<file path="src/sv/isl_pkg.sv">
// Shared types and codes for the indexed sequence list.
`default_nettype none

package isl_pkg;

    typedef enum logic [3:0] {
        OP_PUSH_BACK  = 4'd0,
        OP_PUSH_FRONT = 4'd1,
        OP_POP_BACK   = 4'd2,
        OP_POP_FRONT  = 4'd3,
        OP_READ_BACK  = 4'd4,
        OP_READ_FRONT = 4'd5,
        OP_READ_AT    = 4'd6,
        OP_INSERT_AT  = 4'd7,
        OP_REMOVE_AT  = 4'd8,
        OP_CLEAR      = 4'd9,
        OP_SIZE       = 4'd10
    } opcode_t;

    typedef enum logic [1:0] {
        ST_OK    = 2'd0,
        ST_RANGE = 2'd1,
        ST_FULL  = 2'd2
    } status_t;

    typedef enum logic [2:0] {
        S_IDLE,
        S_GET,
        S_GRAB,
        S_SH_RD,
        S_SH_WR,
        S_PUT,
        S_DONE
    } state_t;

    typedef struct packed {
        logic [3:0]         opcode;
        logic [7:0]         index;
        logic signed [31:0] value;
    } cmd_t;

    typedef struct packed {
        logic signed [31:0] value;
        status_t            status;
        logic [4:0]         count;
    } result_t;

endpackage

`default_nettype wire

</file>
<file path="src/sv/isl_if.sv">
// Valid/ready channel interfaces for operations and results.
`default_nettype none

interface isl_in_if;
    logic               valid;
    logic               ready;
    logic [3:0]         opcode;
    logic [7:0]         index;
    logic signed [31:0] value_in;

    modport source (output valid, output opcode, output index, output value_in, input ready);
    modport sink (input valid, input opcode, input index, input value_in, output ready);
endinterface

interface isl_out_if;
    logic               valid;
    logic               ready;
    logic signed [31:0] value_out;
    logic [1:0]         status;
    logic [4:0]         count_out;

    modport source (output valid, output value_out, output status, output count_out,
                    input ready);
    modport sink (input valid, input value_out, input status, input count_out,
                  output ready);
endinterface

`default_nettype wire

</file>
<file path="src/sv/isl_mem.sv">
// Element store: one write port, one read port with registered read data.
`default_nettype none

module isl_mem #(
    parameter int DEPTH = 16
) (
    input  wire logic                       clk,
    input  wire logic                       we,
    input  wire logic [$clog2(DEPTH)-1:0]   waddr,
    input  wire logic signed [31:0]         wdata,
    input  wire logic                       re,
    input  wire logic [$clog2(DEPTH)-1:0]   raddr,
    output logic signed [31:0]              rdata
);

    logic signed [31:0] mem [DEPTH];
    logic signed [31:0] rdata_reg;

    // Write port
    always_ff @(posedge clk)
    begin
        if (we)
        begin
            mem[waddr] <= wdata;
        end
    end

    // Registered read port
    always_ff @(posedge clk)
    begin
        if (re)
        begin
            rdata_reg <= mem[raddr];
        end
    end

    assign rdata = rdata_reg;

endmodule

`default_nettype wire

</file>
<file path="src/sv/isl_ctrl.sv">
// Sequencer: decodes an operation and moves entries one step at a time.
`default_nettype none

module isl_ctrl #(
    parameter int CAPACITY = 16
) (
    input  wire logic                          clk,
    input  wire logic                          rst_n,
    input  wire logic                          in_valid,
    output logic                               in_ready,
    input  wire isl_pkg::cmd_t                 cmd,
    input  wire logic                          slot_free,
    output logic                               res_valid,
    output isl_pkg::result_t                   res,
    output logic                               mem_we,
    output logic [$clog2(CAPACITY)-1:0]        mem_waddr,
    output logic signed [31:0]                 mem_wdata,
    output logic                               mem_re,
    output logic [$clog2(CAPACITY)-1:0]        mem_raddr,
    input  wire logic signed [31:0]            mem_rdata
);

    import isl_pkg::*;

    localparam int AW   = $clog2(CAPACITY);
    localparam int CW   = $clog2(CAPACITY + 1);
    localparam int CMPW = ((CW > 8) ? CW : 8) + 1;

    state_t             state_reg, state_next;
    logic [CW-1:0]      count_reg, count_next;
    logic [AW-1:0]      ptr_reg, ptr_next;
    logic [AW-1:0]      lim_reg, lim_next;
    logic signed [31:0] din_reg, din_next;
    logic signed [31:0] rval_reg, rval_next;
    status_t            stat_reg, stat_next;
    logic               rm_reg, rm_next;
    logic               dir_reg, dir_next;

    logic               accept;
    logic               empty;
    logic               full;
    logic [CW-1:0]      cnt_m1;
    logic [AW-1:0]      cnt_a;
    logic [AW-1:0]      last_a;
    logic [AW-1:0]      idx_a;
    logic [CMPW-1:0]    cnt_c;
    logic [CMPW-1:0]    idx_c;
    logic [AW-1:0]      src;
    logic [CW+4:0]      cnt_wide;

    assign accept = in_valid && in_ready;
    assign empty  = (count_reg == '0);
    assign full   = (count_reg == CW'(CAPACITY));
    assign cnt_m1 = count_reg - CW'(1);
    assign cnt_a  = count_reg[AW-1:0];
    assign last_a = cnt_m1[AW-1:0];
    assign idx_a  = AW'(cmd.index);
    assign cnt_c  = CMPW'(count_reg);
    assign idx_c  = CMPW'(cmd.index);

    // Shared step unit: source slot next to the destination pointer
    assign src = dir_reg ? (ptr_reg + AW'(1)) : (ptr_reg - AW'(1));

    // Count field is the count masked to five bits
    assign cnt_wide = {5'b0, count_reg};

    // Control registers
    always_ff @(posedge clk or negedge rst_n)
    begin
        if (!rst_n)
        begin
            state_reg <= S_IDLE;
            count_reg <= '0;
        end
        else
        begin
            state_reg <= state_next;
            count_reg <= count_next;
        end
    end

    // Working registers
    always_ff @(posedge clk)
    begin
        ptr_reg  <= ptr_next;
        lim_reg  <= lim_next;
        din_reg  <= din_next;
        rval_reg <= rval_next;
        stat_reg <= stat_next;
        rm_reg   <= rm_next;
        dir_reg  <= dir_next;
    end

    // Next state and outputs
    always_comb
    begin
        state_next = state_reg;
        count_next = count_reg;
        ptr_next   = ptr_reg;
        lim_next   = lim_reg;
        din_next   = din_reg;
        rval_next  = rval_reg;
        stat_next  = stat_reg;
        rm_next    = rm_reg;
        dir_next   = dir_reg;
        in_ready   = 1'b0;
        res_valid  = 1'b0;
        mem_we     = 1'b0;
        mem_waddr  = ptr_reg;
        mem_wdata  = din_reg;
        mem_re     = 1'b0;
        mem_raddr  = ptr_reg;

        unique case (state_reg)
            S_IDLE:
            begin
                in_ready = 1'b1;
                if (in_valid)
                begin
                    din_next   = cmd.value;
                    rval_next  = '0;
                    stat_next  = ST_OK;
                    rm_next    = 1'b0;
                    dir_next   = 1'b0;
                    state_next = S_DONE;
                    unique case (opcode_t'(cmd.opcode)) inside
                        OP_PUSH_BACK, OP_PUSH_FRONT:
                        begin
                            if (full)
                            begin
                                stat_next = ST_FULL;
                            end
                            else
                            begin
                                ptr_next = cnt_a;
                                lim_next = (opcode_t'(cmd.opcode) == OP_PUSH_BACK) ? cnt_a : '0;
                                state_next = ((opcode_t'(cmd.opcode) == OP_PUSH_BACK) ||
                                              empty) ? S_PUT : S_SH_RD;
                            end
                        end
                        OP_INSERT_AT:
                        begin
                            if (idx_c > cnt_c)
                            begin
                                stat_next = ST_RANGE;
                            end
                            else if (full)
                            begin
                                stat_next = ST_FULL;
                            end
                            else
                            begin
                                ptr_next   = cnt_a;
                                lim_next   = idx_a;
                                state_next = (idx_a == cnt_a) ? S_PUT : S_SH_RD;
                            end
                        end
                        OP_POP_BACK, OP_POP_FRONT, OP_READ_BACK, OP_READ_FRONT:
                        begin
                            if (empty)
                            begin
                                stat_next = ST_RANGE;
                            end
                            else
                            begin
                                ptr_next = ((opcode_t'(cmd.opcode) == OP_POP_BACK) ||
                                            (opcode_t'(cmd.opcode) == OP_READ_BACK)) ?
                                           last_a : '0;
                                lim_next   = last_a;
                                rm_next    = (opcode_t'(cmd.opcode) == OP_POP_BACK) ||
                                             (opcode_t'(cmd.opcode) == OP_POP_FRONT);
                                dir_next   = 1'b1;
                                state_next = S_GET;
                            end
                        end
                        OP_READ_AT, OP_REMOVE_AT:
                        begin
                            if (idx_c >= cnt_c)
                            begin
                                stat_next = ST_RANGE;
                            end
                            else
                            begin
                                ptr_next   = idx_a;
                                lim_next   = last_a;
                                rm_next    = (opcode_t'(cmd.opcode) == OP_REMOVE_AT);
                                dir_next   = 1'b1;
                                state_next = S_GET;
                            end
                        end
                        OP_CLEAR:
                        begin
                            count_next = '0;
                        end
                        default:
                        begin
                            stat_next = ST_OK;
                        end
                    endcase
                end
            end

            // Read the addressed entry
            S_GET:
            begin
                mem_re     = 1'b1;
                mem_raddr  = ptr_reg;
                state_next = S_GRAB;
            end

            // Capture the value, then close the gap if removing
            S_GRAB:
            begin
                rval_next = mem_rdata;
                if (!rm_reg)
                begin
                    state_next = S_DONE;
                end
                else if (ptr_reg == lim_reg)
                begin
                    count_next = cnt_m1;
                    state_next = S_DONE;
                end
                else
                begin
                    state_next = S_SH_RD;
                end
            end

            // Fetch the neighbor that moves into the pointer slot
            S_SH_RD:
            begin
                mem_re     = 1'b1;
                mem_raddr  = src;
                state_next = S_SH_WR;
            end

            // Drop the neighbor into place and advance
            S_SH_WR:
            begin
                mem_we    = 1'b1;
                mem_waddr = ptr_reg;
                mem_wdata = mem_rdata;
                ptr_next  = src;
                if (src == lim_reg)
                begin
                    if (dir_reg)
                    begin
                        count_next = cnt_m1;
                        state_next = S_DONE;
                    end
                    else
                    begin
                        state_next = S_PUT;
                    end
                end
                else
                begin
                    state_next = S_SH_RD;
                end
            end

            // Write the new value into the opened slot
            S_PUT:
            begin
                mem_we     = 1'b1;
                mem_waddr  = ptr_reg;
                mem_wdata  = din_reg;
                count_next = count_reg + CW'(1);
                state_next = S_DONE;
            end

            // Hand the result over once the output slot is free
            S_DONE:
            begin
                if (slot_free)
                begin
                    res_valid  = 1'b1;
                    state_next = S_IDLE;
                end
            end

            default:
            begin
                state_next = S_IDLE;
            end
        endcase
    end

    assign res.value  = rval_reg;
    assign res.status = stat_reg;
    assign res.count  = cnt_wide[4:0];

    // Checks
    a_count_bound: assert property (@(posedge clk) disable iff (!rst_n)
        count_reg <= CW'(CAPACITY))
        else $error("element count above capacity");

    a_clear_empties: assert property (@(posedge clk) disable iff (!rst_n)
        accept && (opcode_t'(cmd.opcode) == OP_CLEAR) |=> count_reg == '0)
        else $error("clear did not empty the list");

    a_full_at_cap: assert property (@(posedge clk) disable iff (!rst_n)
        res_valid && (res.status == ST_FULL) |-> full)
        else $error("full status while below capacity");

    a_err_zero: assert property (@(posedge clk) disable iff (!rst_n)
        res_valid && (res.status != ST_OK) |-> res.value == '0)
        else $error("nonzero value on failed operation");

endmodule

`default_nettype wire

</file>
<file path="src/sv/indexed_sequence_list.sv">
// Indexed sequence list: a bounded ordered list of signed 32-bit values.
//
// Operations arrive on in_ch (opcode, index, value_in) and each gives
// exactly one result on out_ch (value_out, status, count_out). Both are
// valid/ready channels; a transfer happens when valid and ready are high.
// One operation is worked on at a time; in_ch.ready is high only while
// the sequencer is idle. Each entry moves one slot by a read, then a
// write of the element store, so the cost is set by the shift loop.
// Size, clear, errors and unused codes go straight to the result;
// reads fetch one entry; a pop or remove at position p shifts the
// entries after p toward the front; a push or insert at position p
// shifts the entries from p on toward the back (none for push back).
// The result shows on out_ch in the same cycle that in_ch.ready returns.
// The result sits in an output register; the next operation is accepted
// while it waits, and only its hand-over stalls until out_ch is taken.
// Reset empties the list and drops any pending result; the store itself
// is not cleared and needs no sweep.
`default_nettype none

module indexed_sequence_list #(
    parameter int CAPACITY = 16
) (
    input  wire logic     clk,
    input  wire logic     rst_n,
    isl_in_if.sink        in_ch,
    isl_out_if.source     out_ch
);

    import isl_pkg::*;

    localparam int AW = $clog2(CAPACITY);

    cmd_t               cmd;
    result_t            res;
    logic               res_valid;
    logic               slot_free;
    logic               mem_we;
    logic [AW-1:0]      mem_waddr;
    logic signed [31:0] mem_wdata;
    logic               mem_re;
    logic [AW-1:0]      mem_raddr;
    logic signed [31:0] mem_rdata;
    logic               out_valid_reg;
    result_t            out_res_reg;

    assign cmd.opcode = in_ch.opcode;
    assign cmd.index  = in_ch.index;
    assign cmd.value  = in_ch.value_in;

    isl_ctrl #(
        .CAPACITY (CAPACITY)
    ) u_ctrl (
        .clk       (clk),
        .rst_n     (rst_n),
        .in_valid  (in_ch.valid),
        .in_ready  (in_ch.ready),
        .cmd       (cmd),
        .slot_free (slot_free),
        .res_valid (res_valid),
        .res       (res),
        .mem_we    (mem_we),
        .mem_waddr (mem_waddr),
        .mem_wdata (mem_wdata),
        .mem_re    (mem_re),
        .mem_raddr (mem_raddr),
        .mem_rdata (mem_rdata)
    );

    isl_mem #(
        .DEPTH (CAPACITY)
    ) u_mem (
        .clk   (clk),
        .we    (mem_we),
        .waddr (mem_waddr),
        .wdata (mem_wdata),
        .re    (mem_re),
        .raddr (mem_raddr),
        .rdata (mem_rdata)
    );

    // Output slot is free when empty or being taken this cycle
    assign slot_free = !out_valid_reg || out_ch.ready;

    // Hold the result until the receiver takes it
    always_ff @(posedge clk or negedge rst_n)
    begin
        if (!rst_n)
        begin
            out_valid_reg <= 1'b0;
        end
        else if (res_valid)
        begin
            out_valid_reg <= 1'b1;
        end
        else if (out_ch.ready)
        begin
            out_valid_reg <= 1'b0;
        end
    end

    // Load the result payload
    always_ff @(posedge clk)
    begin
        if (res_valid)
        begin
            out_res_reg <= res;
        end
    end

    assign out_ch.valid     = out_valid_reg;
    assign out_ch.value_out = out_res_reg.value;
    assign out_ch.status    = out_res_reg.status;
    assign out_ch.count_out = out_res_reg.count;

endmodule

`default_nettype wire

</file>
<file path="src/flat_wrapper.sv">
// flat-port wrapper written by rule: the top's interface ports become plain ports
module indexed_sequence_list_flat import isl_pkg::*;
#(
    parameter int CAPACITY = 16
)
  (clk, rst_n, in_ch_valid, in_ch_opcode, in_ch_index, in_ch_value_in, in_ch_ready, out_ch_valid, out_ch_value_out, out_ch_status, out_ch_count_out, out_ch_ready);
  isl_in_if in_ch_i ();
  isl_out_if out_ch_i ();
  input  wire logic clk;
  input  wire logic rst_n;
  input wire logic [$bits(in_ch_i.valid)-1:0] in_ch_valid;
  input wire logic [$bits(in_ch_i.opcode)-1:0] in_ch_opcode;
  input wire logic [$bits(in_ch_i.index)-1:0] in_ch_index;
  input wire logic [$bits(in_ch_i.value_in)-1:0] in_ch_value_in;
  output wire logic [$bits(in_ch_i.ready)-1:0] in_ch_ready;
  output wire logic [$bits(out_ch_i.valid)-1:0] out_ch_valid;
  output wire logic [$bits(out_ch_i.value_out)-1:0] out_ch_value_out;
  output wire logic [$bits(out_ch_i.status)-1:0] out_ch_status;
  output wire logic [$bits(out_ch_i.count_out)-1:0] out_ch_count_out;
  input wire logic [$bits(out_ch_i.ready)-1:0] out_ch_ready;
  assign in_ch_i.valid = in_ch_valid;
  assign in_ch_i.opcode = in_ch_opcode;
  assign in_ch_i.index = in_ch_index;
  assign in_ch_i.value_in = in_ch_value_in;
  assign in_ch_ready = in_ch_i.ready;
  assign out_ch_valid = out_ch_i.valid;
  assign out_ch_value_out = out_ch_i.value_out;
  assign out_ch_status = out_ch_i.status;
  assign out_ch_count_out = out_ch_i.count_out;
  assign out_ch_i.ready = out_ch_ready;
  indexed_sequence_list #(.CAPACITY(CAPACITY)) u_core (.clk(clk), .rst_n(rst_n), .in_ch(in_ch_i), .out_ch(out_ch_i));
endmodule
</file>
<file path="config.mk">
export PLATFORM = sky130hd
export DESIGN_NAME = indexed_sequence_list_flat
export DESIGN_NICKNAME = d
export VERILOG_FILES = /design/src/sv/isl_pkg.sv /design/src/sv/isl_if.sv /design/src/sv/isl_mem.sv /design/src/sv/isl_ctrl.sv /design/src/sv/indexed_sequence_list.sv /design/src/flat_wrapper.sv
export SDC_FILE = /design/constraint.sdc
export NUM_CORES = 1
export LEC_CHECK = 0
export BUFFER_PORTS_ARGS = -buffer_cell sky130_fd_sc_hd__buf_4
export CELL_PAD_IN_SITES_DETAIL_PLACEMENT = 0
export CELL_PAD_IN_SITES_GLOBAL_PLACEMENT = 2
export CORE_ASPECT_RATIO = 1.5
export CORE_MARGIN = 4
export CORE_UTILIZATION = 30
export DETAILED_ROUTE_END_ITERATION = 8
export GPL_TIMING_DRIVEN = 0
export PLACE_DENSITY = 0.62
export RECOVER_POWER = 100
export SLEW_MARGIN = 20
export SYNTH_ARGS = -nofsm -noshare
export SYNTH_HDL_FRONTEND = slang
export SYNTH_SLANG_ARGS = --single-unit
export TNS_END_PERCENT = 50
</file>
<file path="constraint.sdc">
create_clock -name clk -period 8.25 [get_ports clk]
set_input_delay 1.2375 -clock clk [delete_from_list [all_inputs] [get_ports clk]]
set_output_delay 1.2375 -clock clk [all_outputs]
set_load 0.01 [all_outputs]
</file>
; ---- After elaboration in Yosys (flattened, before gate mapping)
; Memory sizes are Yosys's and may differ from the RTL's. A register that Yosys moved wholly into a read port is not among the register bits.
; Cells that the tools add are included.
[word_totals]
input_bits = 48
output_inout_bits = 41
word_cells = 141
mem_count = 1
regBits = 124
mem_bits_rw = 512
[classes]
addsub = 4
n_eq_ne = 35
mux = 62
n_lt_le_gt_ge = 2
reduce_logical = 24
[mem_list]
columns = memory, depth, width, rd, rd_ports_with_merged_regs, wr, line_no
row1 = u_core.u_mem.mem, 16, 32, 1, 1, 1, isl_mem.sv:16  ; logic signed [31:0] mem [DEPTH];
[op_table]
columns = operator, count
row1 = $mux 32, 2
row2 = $pmux 32 s2, 1
row3 = $mux 4, 14
row4 = $mux 3, 12
row5 = $pmux 4 s4, 2
row6 = $mux 5, 6
row7 = $ne 2x2->1 const B, 11
row8 = $pmux 3 s7, 1
row9 = $pmux 5 s4, 1
row10 = $eq 4x3->1 const B, 4
row11 = $mux 1, 15
row12 = $eq 4x4->1, 3
row13 = $pmux 3 s4, 1
row14 = $eq 3x3->1 const B, 3
row15 = $ne 3x3->1 const B, 3
row16 = $eq 4x2->1 const B, 2
row17 = $eq 4x4->1 const B, 2
row18 = $ge 8x5->1, 1
row19 = $gt 8x5->1, 1
row20 = $pmux 2 s4, 1
row21 = $pmux 4 s2, 1
row22 = $reduce_and 8->1, 1
row23 = $reduce_bool 4->1, 2
row24 = $reduce_or 2->1, 4
row25 = other kinds (22), 33

; ---- Longest topological paths before layout
; Gate-level depths: netlist (run 1).
[depth]
word_depth = 7
ltp_mapped = 14
mapped_depth_nobuf = 8

; ---- Modules after synthesis
; Synthesis (run 1) repeated with hierarchy kept, for this count alone.
[hier_totals]
hier_cells = 1325
area_unflattened_um2 = 25849.8
[by_module_without_submodules]
columns = module, cells_per_inst, n_inst, seq_area_each_um2, area_each_um2
row1 = isl_mem, 838, 1, 16335.7, 20155.6
row2 = isl_ctrl, 445, 1, 2482.4, 4475.5
row3 = indexed_sequence_list, 42, 1, 1196.1, 1218.7

; ---- Least setup slack after synthesis (run 1)
; OpenSTA, ideal clock, no wires.
[synth_path]
path_type = reg2reg
start = reg u_core.u_ctrl.ptr_reg[0] (netlist: u_core.u_ctrl.mem_waddr[0])
end = mem u_core.u_mem.mem[2][0], enable pin
setup_slack_ns = 4.157
period_less_slack_ns = 4.093
setup_ns = 0.461
stages_incl_launch_ff = 7
required_ns = 7.789
path_buffers = 3
arrival_time_ns = 3.632
cell_sequence = edfxtp_1 -> buf_2 -> inv_1 -> clkbuf_1 -> buf_1 -> nand3_1 -> nor3_1
[synth_rtl]
columns = item, line_no
row1 = start: declaration, isl_ctrl.sv:31  ; logic [AW-1:0] ptr_reg, ptr_next;
row2 = start signal: assignment, isl_ctrl.sv:85  ; ptr_reg <= ptr_next;
row3 = end: declaration, isl_mem.sv:16
; No word-level cell before the write port.

; ---- Worst setup path in the final report (run 1)
[layout_path]
start = reg u_core.u_ctrl.ptr_reg[0] (netlist: u_core.u_ctrl.mem_waddr[0])
end = reg u_core.u_mem.rdata_reg[0] (netlist: u_core.u_mem.rdata[0]), read port of u_core.u_mem.mem (data pin)
[layout_between]
elab_chain_len = 3
word_cells_on_any_way = 4
cone_classes = add/sub: 2 / mux: 2
[layout_rtl]
columns = item, line_no
row1 = $sub 4x1->4 or $add 4x1->4 (tied branches), isl_ctrl.sv:62  ; assign src = dir_reg ? (ptr_reg + AW'(1)) : (ptr_reg - AW'(1));
row2 = $mux 4, isl_ctrl.sv:62
row3 = $mux 4 (*), isl_ctrl.sv:114  ; unique case (state_reg)
row4 = end: declaration, isl_mem.sv:17  ; logic signed [31:0] rdata_reg;
; Every way passes the cells marked *; elsewhere a longest branch is shown, timed or not.
; A chain may end at the register's enable or synchronous reset.

==> summary.md, run 1 <==
| Metric | Value |
|---|---|
| Reg-to-reg setup timing slack | 1.56 ns |
| P&R area growth vs syn | 14.4% |
| Post-synthesis average cell area | 14.2 um2 |
| Grt total ovfl | 0 |
| Root Buffer | clkbuf_16 |
| YS warnings | 0 |
| CTS tree | done |
| Final core occ | 0.346 |
| Status | complete, but fails checks |
| Number of flops mapped to enable cells by yosys | 659 |
| Worst-Skew Late Latency | 0.65 ns |
| DR iter-0 viols | 1340 |
| GRT Total Usage | 0.183 |
| P_leak | 11.8 nW |
| I/O pins | 89 |
| RSZ-0062 raised after global routing | no |
| WS Path Type | reg -> reg |
| Worst-Margin Slew | 1.87 ns |
| Final ANT Viol Nets | 0 |
| Net Count, Synth | 2246 |
| Antenna violations before repair | 0 |
| CP Max Fanout | 10 |
| # rows | 144 |
| Commonest cells after routing, fill and taps aside | 659 x edfxtp_1, 315 x mux2i_1, 236 x a21oi_1, 228 x clkbuf_1, 126 x nor2b_1 |
| DRC violations left | 0 |
| Total power draw | 13.4 mW |
| CP Capture Type | register |
| Gpl congestion | 0.801 |
| Met2 usage | 0.350 |
| Die span in x | 271 um |
| Num CTS Buffers | 66 |
| Setup TNS | 0 ns |
| Diodes inserted | 0 |
| Layout cell share with drive strength beyond 1 | 0.0981 |
| Wire per inst | 26.6 um |
| Critical Path AT | 7.07 ns |
| Reg area | 20000 um2 |
| Max Cap Viol | 10 |
| Nets | 2450 |
| Reg with most FFs | u_core.u_mem.mem |
| Final wirelength | 102000 um |
| Post-Syn Area | 31200 um2 |
| Peak VDD IR | 0.188 mV |
| Grt met3 use | 0.0232 |
| Die H | 403 um |
| Asr flop ratio synth | 0.0135 |
| Crit path time final | 6.69 ns |
| Core Footprint | 103000 um2 |
| Post-synth top flop | edfxtp_1 |
| Multi-input gate area | 10400 um2 |
| Fin Clk Skew | 0.0136 ns |
| Filler Cell Count | 9986 |
| Clk pin slew, worst setup/hold paths | 0.07 ns |
| Synth Register Bits | 668 |
| Vias | 20000 |
| Max Fclk | 0.149 GHz |
| CP required | 8.63 ns |
| Post-DP HPWL | 74800 um |
| Hold Fails Final Rpt | 0 |
| Finish-stage setup viols | 0 |
| Largest net degree at the start of global routing | 25 |
| Routing usage on met1 | 0.204 |
| Hold Crit Class | reg -> reg |
| Syn Inst Count | 2187 |
| Slew headroom | -0.248 |
| Seq/Total Area, Yosys | 0.642 |
| Failing checks | capacitance limit, slew limit |
| Grt peak-use layer | met2 |
| Clk buf depth | 3 |
| Port buffer count | 88 |
| P per Cell Area | 376 nW/um2 |
| Starting Density | 0.303 |
| Final period util | 0.811 |
| Hold Buf Count CTS | 0 |
| Setup crit start kind | register |
| Vias in the first global route | 21300 |
| Global-route wire length before repair | 147000 um |
| TritonRoute pass-1 iters | 5 |
| Post-CTS Setup Bufs | 0 |
| Most common cell after layout, fill and taps aside | edfxtp_1 |
| Clock sink count | 668 |
| DIE AREA | 109000 um2 |
| Via/cell ratio | 5.23 |
| H-Tree Level Count | 3 |
| Slew Limit Fails | 138 |
| Post-CTS Resized | 0 |
| Max FFs per register | 512 |
| Distinct cell type count after synthesis | 58 |
-- cells in the mapped netlist (all sizes together), types with 8 or more instances --
master    n  area [um2]
a211oi  124         931
a21oi   236        1180
and2     36         225
buf      53         280
clkbuf  116         435
dfrtp     9         225
edfxtp  659       19800
ha       10         125
inv      15        56.3
mux2i   315        3150
mux4     62        1400
nand2   123         462
nand2b    8        50.1
nand3    12        60.1
nor2     39         146
nor2b   126         788
nor3     10        50.1
o21ai    57         285
o221ai   65         569
o22a     30         263
xor2      8        70.1
-- per-layer routing --
layer / part of all wire / wire [um] / vias up
met1: 0.38 / 38800 / 10200
met4: 0.040 / 4090 / 0
met3: 0.035 / 3610 / 192
li1: - / - / 9025
met2: 0.54 / 55200 / 568
met5: 0 / 0 / -
-- report_power, final --
part,switching [mW],internal [mW]
logic,3.88,1.81
registers,0.146,4.57
clock network,1.31,1.68
-- path summary, 6_finish.rpt --
check | cells past startpoint | end | from
worst max-delay path | 14 | u_core.u_mem.rdata[0]$_DFFE_PP_ | u_core.u_ctrl.mem_waddr[0]$_DFFE_PP_
worst min-delay path | 0 | u_core.out_ch.value_out[25]$_DFFE_PP_ | u_core.u_ctrl.rval_reg[25]$_SDFFCE_PN0P_
worst max register to register | 14 | u_core.u_mem.rdata[0]$_DFFE_PP_ | u_core.u_ctrl.mem_waddr[0]$_DFFE_PP_
worst min register to register | 0 | u_core.out_ch.value_out[25]$_DFFE_PP_ | u_core.u_ctrl.rval_reg[25]$_SDFFCE_PN0P_
max in group asynchronous | 1 | u_core.u_ctrl.state_reg[1]$_DFFE_PN0P_ | rst_n
min in group asynchronous | 1 | u_core.u_ctrl.count_reg[0]$_DFFE_PN0P_ | rst_n
-- per-stage QoR --
stage	hold WS [ns]	area (um2)	std cells	setup slack, ns
2_1_floorplan	0.400	31200	2187	4.16
3_3_place_gp	0.401	33500	3662	0.651
3_5_place_dp	0.405	34400	3710	2.79
4_1_cts	0.403	36500	3823	2.75
5_1_grt	0.421	35600	3823	1.46
6_report	0.416	35600	3823	1.56
-- kinds of logic after synthesis --
kind of cell	count (synthesis)	share of synthesized area
muxes	378	0.147
AOI/OAI and AO/OA	553	0.114
adders and majority gates	11	0.00466
and+or+nand+nor	378	0.0625
xor gates and xnor gates	15	0.00470
DFF	668	0.642
buffers and inverters	184	0.0248
-- critical path, stage by stage (launching register included) --
cell	delay, ns
edfxtp_1	0.32
clkbuf_1	0.61
inv_1	0.16
clkbuf_1	0.39
clkbuf_1	0.51
fa_1	0.85
clkbuf_1	0.79
clkbuf_1	0.79
buf_2	0.54
buf_2	0.55
mux2i_1	0.26
a21oi_1	0.10
o221ai_1	0.12
a21oi_1	0.14
o22a_1	0.27
-- cell type report --
cell class,instances,share of cell area
Clock inverter,31,0.00790
Timing Repair Buffer,136,0.0192
Sequential cell,668,0.562
Tap cell,1387,0.0487
Inverter,15,0.00158
Clock buffer,82,0.0498
Buffer,169,0.0198
Multi-Input combinational cell,1335,0.291
No activity file was read; power rests on OpenSTA's default activity.
==> inputs of run 2 (changes only) <==
Clock period 8.25 ns to 6.75 ns, I/O delays scaled along.
==> run 2 against run 1 <==
The run still ends with capacitance limit, slew limit left. Sequential power up 22%. Final cell count unchanged. Critical path depth unchanged. Wire length shrank 0.11%. Clock-buffer cell count unchanged.
==> summary.md, run 2 (synthesis results as in run 1) <==
| Metric | Value |
|---|---|
| Status | complete, but fails checks |
| Failing checks | capacitance limit, slew limit |
| Most common cell after layout, fill and taps aside | edfxtp_1 |
| DR iter-0 viols | 1434 (+7.0%) |
| Num CTS Buffers | 66 (unchanged) |
| CP Capture Type | register |
| Critical Path AT | 6.46 ns (-0.61 ns) |
| CP required | 7.22 ns (-1.41 ns) |
| P_leak | 11.8 nW (about the same) |
| Comb power frac | 0.425 (about the same) |
| CP max stage delay | 0.86 ns (about the same) |
| Slew headroom | -0.258 (-0.00994) |
| H-Tree Level Count | 3 (unchanged) |
| Clk pin slew, worst setup/hold paths | 0.07 ns (about the same) |
| Diodes inserted | 0 (unchanged) |
| Post-CTS Resized | 0 (unchanged) |
| Post-DP HPWL | 74800 um (unchanged) |
| Crit path time final | 5.99 ns (-0.704 ns) |
| Starting Density | 0.303 (unchanged) |
| Reg with most FFs | u_core.u_mem.mem |
| CP Max Fanout | 10 (unchanged) |
| Final wirelength | 102000 um (-0.11%) |
| Core Footprint | 103000 um2 (unchanged) |
| Most used cell, CP | clkbuf_1 |
| Final ANT Viol Nets | 0 (unchanged) |
| Fin Clk Skew | 0.0131 ns (-0.000564 ns) |
| RSZ-0062 raised after global routing | no |
| Hold Crit Class | in -> async |
| Sequential share of power | 0.352 (about the same) |
| Setup TNS | 0 ns (unchanged) |
| DRC violations left | 0 (unchanged) |
| Port buffer count | 88 (unchanged) |
| Die span in x | 271 um (unchanged) |
| Critical-path cell list | clkbuf_1, inv_1, clkbuf_1, clkbuf_1, fa_1, buf_4, buf_4, buf_2, clkbuf_1, mux2i_1, a21oi_1, o221ai_1, a21oi_1, o22a_1 |
| Vias in the first global route | 21300 (unchanged) |
| Hold Buf Count CTS | 0 (unchanged) |
| Slowest cell on crit path | fa_1 |
| Worst slack, placed | 1.29 ns (-1.50 ns) |
| CTS tree | done |
| Die H | 403 um (unchanged) |
| Clk buf depth | 3 (unchanged) |
| Net Sw Frac | 0.398 (about the same) |
| Peak VDD IR | 0.229 mV (+22%) |
| I/O pins | 89 (unchanged) |
| Internal power | 9.86 mW (+22%) |
| Max Fclk | 0.167 GHz (+12%) |
| Post-CTS Setup Bufs | 0 (unchanged) |
| WS Path Type | reg -> reg |
| Hold Fails Final Rpt | 0 (unchanged) |
| Finish-stage setup viols | 0 (unchanged) |
| Final period util | 0.887 (+0.0760) |
| Antenna violations before repair | 0 (unchanged) |
| Gpl congestion | 0.801 (unchanged) |
| Grt total ovfl | 0 (unchanged) |
| Slew Limit Fails | 140 (+1.4%) |
| Commonest cells after routing, fill and taps aside | 659 x edfxtp_1, 315 x mux2i_1, 236 x a21oi_1, 227 x clkbuf_1, 126 x nor2b_1 |
| Worst-Skew Late Latency | 0.65 ns (about the same) |
| Max Cap Viol | 10 (unchanged) |
| P&R area growth vs syn | 14.4% (about the same) |
| Layout cell share with drive strength beyond 1 | 0.0985 (+0.000411) |
| Vias | 19900 (-0.28%) |
| DIE AREA | 109000 um2 (unchanged) |
| P per Cell Area | 460 nW/um2 (+22%) |
| Max FFs per register | 512 (unchanged) |
| Clock share of power | 0.223 (about the same) |
| Wire per inst | 26.6 um (-0.11%) |
| Via/cell ratio | 5.22 (-0.28%) |
| Net Switching | 6.52 mW (+22%) |
| TritonRoute pass-1 iters | 5 (unchanged) |
| Total power draw | 16.4 mW (+22%) |
| Global-route wire length before repair | 147000 um (unchanged) |
| Largest net degree at the start of global routing | 25 (unchanged) |
| Final setup margin | 0.761 ns (-0.796 ns) |
| Worst-Margin Slew | 1.88 ns (+0.0149 ns) |
| # rows | 144 (unchanged) |
| GRT Total Usage | 0.183 (unchanged) |
| Root Buffer | clkbuf_16 |
| Nets | 2450 (unchanged) |
| Setup crit start kind | register |
| Clock sink count | 668 (unchanged) |
## run 2: per-stage QoR
stage                     area [um2]   util  instances  hold slack (ns)
final                          35600  0.346       3823            0.417
after global routing           35600  0.346       3823            0.421
after CTS                      36500  0.354       3823            0.178
after detailed placement       34400  0.334       3710            0.405
after global placement         33500  0.326       3662            0.401
after floorplan                31200      -       2187            0.400
## run 2: routing by layer
metal	track usage	vias up	wire, um
li1	-	9026	-
met4	0.0748	0	4160
met5	0	-	0
met1	0.204	10100	38400
met2	0.350	592	55100
met3	0.0232	195	3900
## run 2: worst paths after layout
kind	start	to	slack (ns)	depth (start not counted)
max	u_core.u_ctrl.mem_waddr[0]$_DFFE_PP_	u_core.u_mem.rdata[2]$_DFFE_PP_	0.76	14
min	rst_n	u_core.u_ctrl.count_reg[0]$_DFFE_PN0P_	0.42	1
max reg2reg	u_core.u_ctrl.mem_waddr[0]$_DFFE_PP_	u_core.u_mem.rdata[2]$_DFFE_PP_	0.76	14
min reg2reg	u_core.u_ctrl.rval_reg[25]$_SDFFCE_PN0P_	u_core.out_ch.value_out[25]$_DFFE_PP_	0.42	0
max in group asynchronous	rst_n	u_core.u_ctrl.state_reg[1]$_DFFE_PN0P_	5.85	1
min in group clk	u_core.u_ctrl.rval_reg[25]$_SDFFCE_PN0P_	u_core.out_ch.value_out[25]$_DFFE_PP_	0.42	0
## run 2: critical path, delay by kind of cell, from the launching register on
| family | cells | cell delay (ns) |
|---|---|---|
| flops | 1 | 0.32 |
| compound gates | 4 | 0.96 |
| mux | 1 | 0.18 |
| fa+ha+maj | 1 | 0.86 |
| buf+inv | 8 | 3.47 |
## run 2: layout make-up
class	count	area, um2
inverter	15	56.3
timing repair buffer	136	687
fill	9981	67200
clock inverter	31	282
tap	1387	1740
multi-input combinational	1335	10400
buffer	169	711
clock buffer	82	1780
sequential	668	20000
## run 2: power groups by stage
stage,registers [mW],logic [mW],clock network (mW)
3_3_place_gp,5.87,6.93,0
3_5_place_dp,5.84,7.17,0
4_1_cts,5.76,7.19,3.75
2_1_floorplan,5.80,4.26,0
6_report,5.76,6.96,3.65
5_1_grt,5.81,7.40,3.92
==> inputs of run 3 (changes only) <==
Settings changed: CORE_UTILIZATION 30 to 46, PLACE_DENSITY 0.62 to 0.86.
==> run 3 against run 2 <==
The run still ends with capacitance limit, slew limit left. Sequential power hardly changed. Critical path depth stayed put. Worst setup slack better by 0.19 ns. Clock power is 6.0% lower. Sequential share of layout area is 1.3 points higher. Sequential cell count stayed put. Die area is 34% lower. Non-clock buffer count is 7 lower. Core utilization is 17 points higher. Via count is 1.8% higher. Critical endpoint unchanged. Highest routed layer unchanged.
==> summary.md, run 3 (synthesis results as in run 1) <==
| Metric | Value |
|---|---|
| Clk pin slew, worst setup/hold paths | 0.07 ns (about the same) |
| Slowest cell on crit path | fa_1 |
| I/O pins | 89 (unchanged) |
| Antenna violations before repair | 0 (unchanged) |
| Grt total ovfl | 0 (unchanged) |
| Dpl cells | 3201 (-14%) |
| P_leak | 11.7 nW (-0.39%) |
| Worst-Margin Slew | 2.05 ns (+0.173 ns) |
| Num CTS Buffers | 60 (-9.1%) |
| Post-DP HPWL | 65300 um (-13%) |
| Fin area | 34900 um2 (-2.2%) |
| Gpl congestion | 0.917 (+14%) |
| Most used cell, CP | clkbuf_1 |
| Critical Path AT | 6.28 ns (-0.18 ns) |
| CP max stage delay | 0.80 ns (-0.06 ns) |
| Vias | 20300 (+1.8%) |
| Vias in the first global route | 21000 (-1.5%) |
| Post-CTS Resized | 0 (unchanged) |
| CP Max Fanout | 10 (unchanged) |
| Final ANT Viol Nets | 0 (unchanged) |
| RSZ-0062 raised after global routing | no |
| # rows | 116 (-19%) |
| H-Tree Level Count | 2 (-1) |
| Setup crit start kind | register |
| Diodes inserted | 0 (unchanged) |
| Clk buf depth | 3 (unchanged) |
| Starting Density | 0.466 (+0.163) |
| Largest net degree at the start of global routing | 26 (+4.0%) |
| DRC violations left | 0 (unchanged) |
| Hold Fails Final Rpt | 0 (unchanged) |
| Peak VDD IR | 0.248 mV (+8.3%) |
| Fin Clk Skew | 0.0260 ns (+0.0129 ns) |
| Hold Buf Count CTS | 0 (unchanged) |
| CP Capture Type | register |
| P&R area growth vs syn | 11.9% |
| DR iter-0 viols | 1940 (+35%) |
| Total power draw | 15.9 mW (-2.6%) |
| Via/cell ratio | 6.13 (+18%) |
| Final period util | 0.859 (-0.0286) |
| Final setup margin | 0.954 ns (+0.193 ns) |
| Hold Crit Class | in -> async |
| Setup TNS | 0 ns (unchanged) |
| Worst slack, placed | 1.59 ns (+0.303 ns) |
| CP delay by family, top | buffers and inverters |
| WS Path Type | reg -> reg |
| Root Buffer | clkbuf_16 |
| Nets | 2437 (-0.53%) |
| Final wirelength | 91200 um (-10%) |
| Status | complete, but fails checks |
| TritonRoute pass-1 iters | 8 (+3) |
| Finished Layout Cells | 3312 (-13%) |
| Final core occ | 0.521 (+0.175) |
| Global-route wire length before repair | 133000 um (-9.7%) |
| CP required | 7.23 ns (about the same) |
| DIE AREA | 72000 um2 (-34%) |
| Failing checks | capacitance limit, slew limit |
| Slew Limit Fails | 170 (+21%) |
| Core Footprint | 66900 um2 (-35%) |
| Commonest cells after routing, fill and taps aside | 659 x edfxtp_1, 315 x mux2i_1, 236 x a21oi_1, 218 x clkbuf_1, 126 x nor2b_1 |
| Post-CTS Setup Bufs | 0 (unchanged) |
| GRT Total Usage | 0.249 (+0.0658) |
| Worst Path Buf+Inv | 8 (unchanged) |
| Hold WS | 0.334 ns (-0.0837 ns) |
| Layout cell share with drive strength beyond 1 | 0.0993 (+0.000777) |
| Wire per inst | 27.5 um (+3.7%) |
| Dpl cell area | 33700 um2 (-2.1%) |
| CTS tree | done |
| Max Fclk | 0.173 GHz (+3.3%) |
| P per Cell Area | 458 nW/um2 (-0.43%) |
| Slew headroom | -0.374 (-0.116) |
| Port buffer count | 88 (unchanged) |
| Most common cell after layout, fill and taps aside | edfxtp_1 |
| Max FFs per register | 512 (unchanged) |
| Clock sink count | 668 (unchanged) |
| Reg with most FFs | u_core.u_mem.mem |
| Finish-stage setup viols | 0 (unchanged) |
| Worst-Skew Late Latency | 0.65 ns (about the same) |
| Die span in x | 220 um (-19%) |
| Crit path time final | 5.80 ns (-0.193 ns) |
| Die H | 327 um (-19%) |
| Max Cap Viol | 9 (-1) |
| Critical-path cell list | clkbuf_1, inv_1, clkbuf_1, clkbuf_1, fa_1, buf_4, buf_4, clkbuf_1, clkbuf_1, mux2i_1, a21oi_1, o221ai_1, a21oi_1, o22a_1 |
-- run 3: area by class of cell --
| cell class | count | area (um2) |
|---|---|---|
| clock buffer | 72 | 1590 |
| fill | 5569 | 32000 |
| timing repair buffer | 129 | 657 |
| clock inverter | 39 | 354 |
| inverter | 15 | 56.3 |
| sequential | 668 | 20000 |
| tap | 885 | 1110 |
| multi-input combinational | 1335 | 10400 |
| buffer | 169 | 709 |
-- run 3: worst paths after layout --
check,slack [ns],cells after the start,to,start
min in group clk,0.42,0,u_core.out_ch.value_out[16]$_DFFE_PP_,u_core.u_ctrl.rval_reg[16]$_SDFFCE_PN0P_
worst max-delay path,0.95,14,u_core.u_mem.rdata[2]$_DFFE_PP_,u_core.u_ctrl.mem_waddr[0]$_DFFE_PP_
worst min-delay path,0.33,1,u_core.u_ctrl.state_reg[0]$_DFFE_PN0P_,rst_n
max in group asynchronous,6.04,1,u_core.u_ctrl.count_reg[1]$_DFFE_PN0P_,rst_n
worst max register to register,0.95,14,u_core.u_mem.rdata[2]$_DFFE_PP_,u_core.u_ctrl.mem_waddr[0]$_DFFE_PP_
worst min register to register,0.42,0,u_core.out_ch.value_out[16]$_DFFE_PP_,u_core.u_ctrl.rval_reg[16]$_SDFFCE_PN0P_
-- run 3: where the power goes --
part / leakage [nW] / internal (mW) / switching (mW)
Combinational: 4.65 / 2.21 / 4.54
Sequential: 6.11 / 5.59 / 0.181
Clock: 0.958 / 1.90 / 1.53
Total: 11.7 / 9.70 / 6.25
-- run 3: metal layers --
layer	GRT usage	vias to the layer above	wire, um
met3	0.0355	207	5630
met4	0.105	0	3920
met1	0.285	10300	33000
li1	-	8996	-
met5	0	-	0
met2	0.458	844	48600
